===== src/rtl/ssr_pkg.sv =====
// ----------------------------------------------------------------------------
// ssr_pkg
// Shared types and codes for the symmetric sparse residual unit.
// ----------------------------------------------------------------------------
package ssr_pkg;

  // Input function codes
  localparam logic [2:0] FN_LDX    = 3'd0;
  localparam logic [2:0] FN_LDB    = 3'd1;
  localparam logic [2:0] FN_ENTRY  = 3'd2;
  localparam logic [2:0] FN_FINISH = 3'd3;
  localparam logic [2:0] FN_READ   = 3'd4;

  // Classified operation codes carried through the queue
  localparam logic [2:0] OP_LDX  = 3'd0;
  localparam logic [2:0] OP_LDB  = 3'd1;
  localparam logic [2:0] OP_ENT  = 3'd2;
  localparam logic [2:0] OP_FIN  = 3'd3;
  localparam logic [2:0] OP_RD   = 3'd4;
  localparam logic [2:0] OP_RDZ  = 3'd5;

  localparam logic [8:0] VSIZE_RESET = 9'd256;

  typedef struct packed {
    logic [2:0]         op;
    logic [7:0]         row;
    logic [7:0]         col;
    logic               diag;
    logic signed [31:0] value;
  } ssr_item_t;

endpackage


===== src/rtl/ssr_front.sv =====
// ----------------------------------------------------------------------------
// ssr_front
// Accepts input words, drops ignored ones and queues classified operations.
// ----------------------------------------------------------------------------
module ssr_front #(
  parameter int CW = 9
) (
  input  logic               clk,
  input  logic               rst_n,
  input  logic [CW-1:0]      n,
  input  logic               in_valid,
  output logic               in_ready,
  input  logic [2:0]         in_func,
  input  logic [7:0]         in_row_index,
  input  logic [7:0]         in_col_index,
  input  logic signed [31:0] in_value,
  output logic               q_valid,
  output ssr_pkg::ssr_item_t q_head,
  input  logic               q_pop
);
  import ssr_pkg::*;

  ssr_item_t  mem_r [2];
  logic       wp_r, rp_r;
  logic [1:0] cnt_r;
  ssr_item_t  item;
  logic       keep, row_ok, col_ok, push;

  // Classify the incoming word
  always_comb begin
    row_ok     = CW'(in_row_index) < n;
    col_ok     = CW'(in_col_index) < n;
    item.row   = in_row_index;
    item.col   = in_col_index;
    item.diag  = in_row_index == in_col_index;
    item.value = in_value;
    item.op    = OP_LDX;
    keep       = 1'b0;
    case (in_func)
      FN_LDX: begin
        item.op = OP_LDX;
        keep    = row_ok;
      end
      FN_LDB: begin
        item.op = OP_LDB;
        keep    = row_ok;
      end
      FN_ENTRY: begin
        item.op = OP_ENT;
        keep    = row_ok && col_ok;
      end
      FN_FINISH: begin
        item.op = OP_FIN;
        keep    = 1'b1;
      end
      FN_READ: begin
        item.op = row_ok ? OP_RD : OP_RDZ;
        keep    = 1'b1;
      end
      default: begin
        keep = 1'b0;
      end
    endcase
  end

  assign in_ready = cnt_r != 2'd2;
  assign push     = in_valid && in_ready && keep;
  assign q_valid  = cnt_r != 2'd0;
  assign q_head   = mem_r[rp_r];

  // Store queued operations
  always_ff @(posedge clk) begin
    if (push) begin
      mem_r[wp_r] <= item;
    end
  end

  // Advance queue pointers
  always_ff @(posedge clk) begin
    if (!rst_n) begin
      wp_r  <= 1'b0;
      rp_r  <= 1'b0;
      cnt_r <= 2'd0;
    end else begin
      if (push) wp_r <= ~wp_r;
      if (q_pop) rp_r <= ~rp_r;
      cnt_r <= cnt_r + {1'b0, push} - {1'b0, q_pop};
    end
  end

endmodule


===== config.mk =====
export PLATFORM = sky130hd
export DESIGN_NAME = ssr_front
export DESIGN_NICKNAME = d
export VERILOG_FILES = /design/src/rtl/ssr_pkg.sv /design/src/rtl/ssr_front.sv
export SDC_FILE = /design/constraint.sdc
export NUM_CORES = 1
export LEC_CHECK = 0
export BUFFER_PORTS_ARGS = -buffer_cell sky130_fd_sc_hd__buf_4
export CAP_MARGIN = 20
export CORE_MARGIN = 5
export CORE_UTILIZATION = 45
export CTS_CLUSTER_SIZE = 10
export DETAILED_ROUTE_END_ITERATION = 8
export HOLD_SLACK_MARGIN = 0.12
export PLACE_DENSITY_LB_ADDON = 0.12
export REMOVE_ABC_BUFFERS = 1
export SYNTH_ARGS = -nofsm -noshare
export SYNTH_HDL_FRONTEND = slang
export SYNTH_SLANG_ARGS = --single-unit
export TNS_END_PERCENT = 1

===== constraint.sdc =====
create_clock -name clk -period 11.4 [get_ports clk]
set_input_delay 1.71 -clock clk [delete_from_list [all_inputs] [get_ports clk]]
set_output_delay 1.71 -clock clk [all_outputs]
set_load 0.02 [all_outputs]

==> impl_metrics.toml <==
[final_layout]
synthToLayoutAreaGrowth_pct = 27.3
finalNetCount = 459
fill_cells = 791
layout_commonest_cell = "buf_4"
fin_area_sq_mm = 0.00572
final_cell_mix = "120 x buf_4, 104 x edfxtp_1, 52 x mux2_2"
n_antenna_cell = 0
final_cells = 517
drive_above_1_share_pct = 51.0

[placed_design]
post_dp_cell_area_sq_mm = 0.00555
io_buffers = 117
globalplace.congestion = 0.875
dp_hpwl_mm = 5.87
placed_cells = 501

[worst_hold_path]
min-delay-start = "rp_r"
min_path_type = "flip-flop to flip-flop"
whs_path_depth = 2

[cts]
clk_pin_slew_ns = 0.10
cts_resized = 0
worstSkewPairLatency_ns = 0.36
clkSinkCount = 109
cts_buffers = 9
cts.htree.levels = 3
postCtsSetupRepairBufs = 0
cts_tree = "done"
cts_buffer_depth = 2
cts_root_buffer = "clkbuf_8"
postCtsHoldBufs = 0

[worst_setup_path]
crit_path_end_kind = "flip-flop"
cp-startpoint = "n[6]"
r2r-start = "cnt_r[0]"
crit_required_ns = 11.39
worst_r2r_path_depth = 6
crit_arrival_ns = 3.78
cp_max_fo = 52
path_class = "input pin to flip-flop"
start_kind = "input pin"

[floorplan]
start_util_pct = 46.0
fp.dieH_um = 110
die_x_um = 110
num_io_pins = 118
core_sq_mm = 0.00977
rows = 36
dieArea_sq_mm = 0.0121

[timing]
slew_headroom_pct = 52.3
hold_viol = 0
drv_slew = 0
fin_setup_tns_ns = 0
max_slew.worst_pin.slew_ns = 0.715
fmax_mhz = 263
fin_crit_sh_pct = 33.3
skew_ns = 0.0130
grt_setup_unrepaired = "false"
period_needed_ns = 3.80
finalSetupViolations = 0
hold_slack_ns = 0.576

[global_routing]
met2_usage_pct = 23.4
grt_overflow = 0
grt_pass1_wl_mm = 12.8
grt_pass1_vias = 2564
grt_util_all_layers_pct = 14.3
grt_start_max_net_pins = 53
grt.met3_usage_pct = 3.93
antenna_found_initial = 0
use_met1_pct = 18.6
top_usage_layer = "met2"

[yosys]
synthArstFlopShare_pct = 0
ys_seq_area_share_pct = 71.7
synth_edf_count = 104
postSynthCellCount = 254
yosys_warnings = 0
ys_types = 37
synth_seq_cells = 109
dominantRegCellSynth = "edfxtp_1"
avgSynthCellArea_sq_um = 17.7
syn_area_sq_mm = 0.00450

[power]
powerDensity_mw_per_mm2 = 157
pwr-share-comb_pct = 22.3
switchingPower_w = 0.000243
p_seq_share_pct = 54.7
p_leak_nw = 2.17
power_w = 0.000896
clkPwrFrac_pct = 23.0
ir_worst_vdd_uv = 69.7
p_sw_share_pct = 27.1
p_int_w = 0.000653

[routing]
drc = 0
wire_per_inst_um = 16.6
first_iter_violations = 117
drtPass1Iterations = 4
detail-route-antenna-nets = 0
drt-total-wl_mm = 8.58
num_vias = 2525
viasPerCell = 4.88

[run]
drv_cap = 0

[outcome]
status = "complete, no violations"
[power groups by stage]
stage	Combinational, W	Clock, W	Sequential, W
finish	0.000200	0.000206	0.000490
global route	0.000217	0.000230	0.000494
CTS	0.000204	0.000214	0.000491
detailed placement	0.000204	0	0.000500
global placement	0.000203	0	0.000499
floorplan	0.000109	0	0.000504
[through the flow]
stage | utilization (%) | worst slack, ns
after floorplan | - | 5.91
after global placement | 56.8 | 7.30
after detailed placement | 56.8 | 7.22
after CTS | 58.5 | 7.61
after global routing | 58.5 | 7.40
final | 58.5 | 7.60
[layer usage]
layer  routed length [um]  part of all wire (%)  vias up
li1                     -                     -     1218
met1                 3700                    43     1213
met2                 4180                    49       84
met3                  608                   7.1       10
met4                   93                   1.1        0
met5                    0                     0        -
[kinds of logic after synthesis]
group	synth area share [%]
AO/OA/AOI/OAI	2.39
XOR/XNOR	2.14
adder cells (fa/ha/maj)	4.45
buffers and inverters	1.48
flip-flops	71.7
multiplexers	13.0
AND/OR/NAND/NOR	4.81
[layout make-up]
cell class	instances	area, sq um	share of cell area (%)
flip-flops and latches	109	3220	56.4
multi-input cells	129	1220	21.3
repair buffers	120	901	15.7
well taps	133	166	2.91
clock buffers	9	124	2.16
clock inverters	7	47.5	0.831
inverters	10	37.5	0.656
[synthesized netlist by cell type, types with 3 or more instances]
master    number  area (sq um)
nor2b_1        3          18.8
inv_1         10          37.5
buf_2          5          25.0
dfxtp_1        5           100
nor2_1         6          22.5
xnor2_1       10          87.6
and2_1         4          25.0
ha_1          16           200
mux2_2        52           586
a21oi_1        5          25.0
nand2_1        3          11.3
edfxtp_1     104          3120
o21ai_0        3          15.0
[sequential cells by signal (all words and copies together), names as in the netlist, named ones only]
name / flops
cnt_r: 2
mem_r: 104
rp_r: 1
wp_r: 1
[worst paths after layout]
kind	to	slack, ns
worst max register to register	mem_r[1][37]	9.06
worst max-delay path	mem_r[1][37]	7.60
worst min-delay path	flip-flop	0.58
worst min register to register	flip-flop	0.58
[critical path, cell delays in order]
cell and delay (ns):
buf_4 0.07, inv_1 0.04, ha_1 0.30, a211oi_1 0.22, o32ai_1 0.12, a21oi_1 0.28, a31oi_1 0.28, nor2b_4 0.15
buf_4 0.56
No activity file was read; power rests on OpenSTA's default activity.
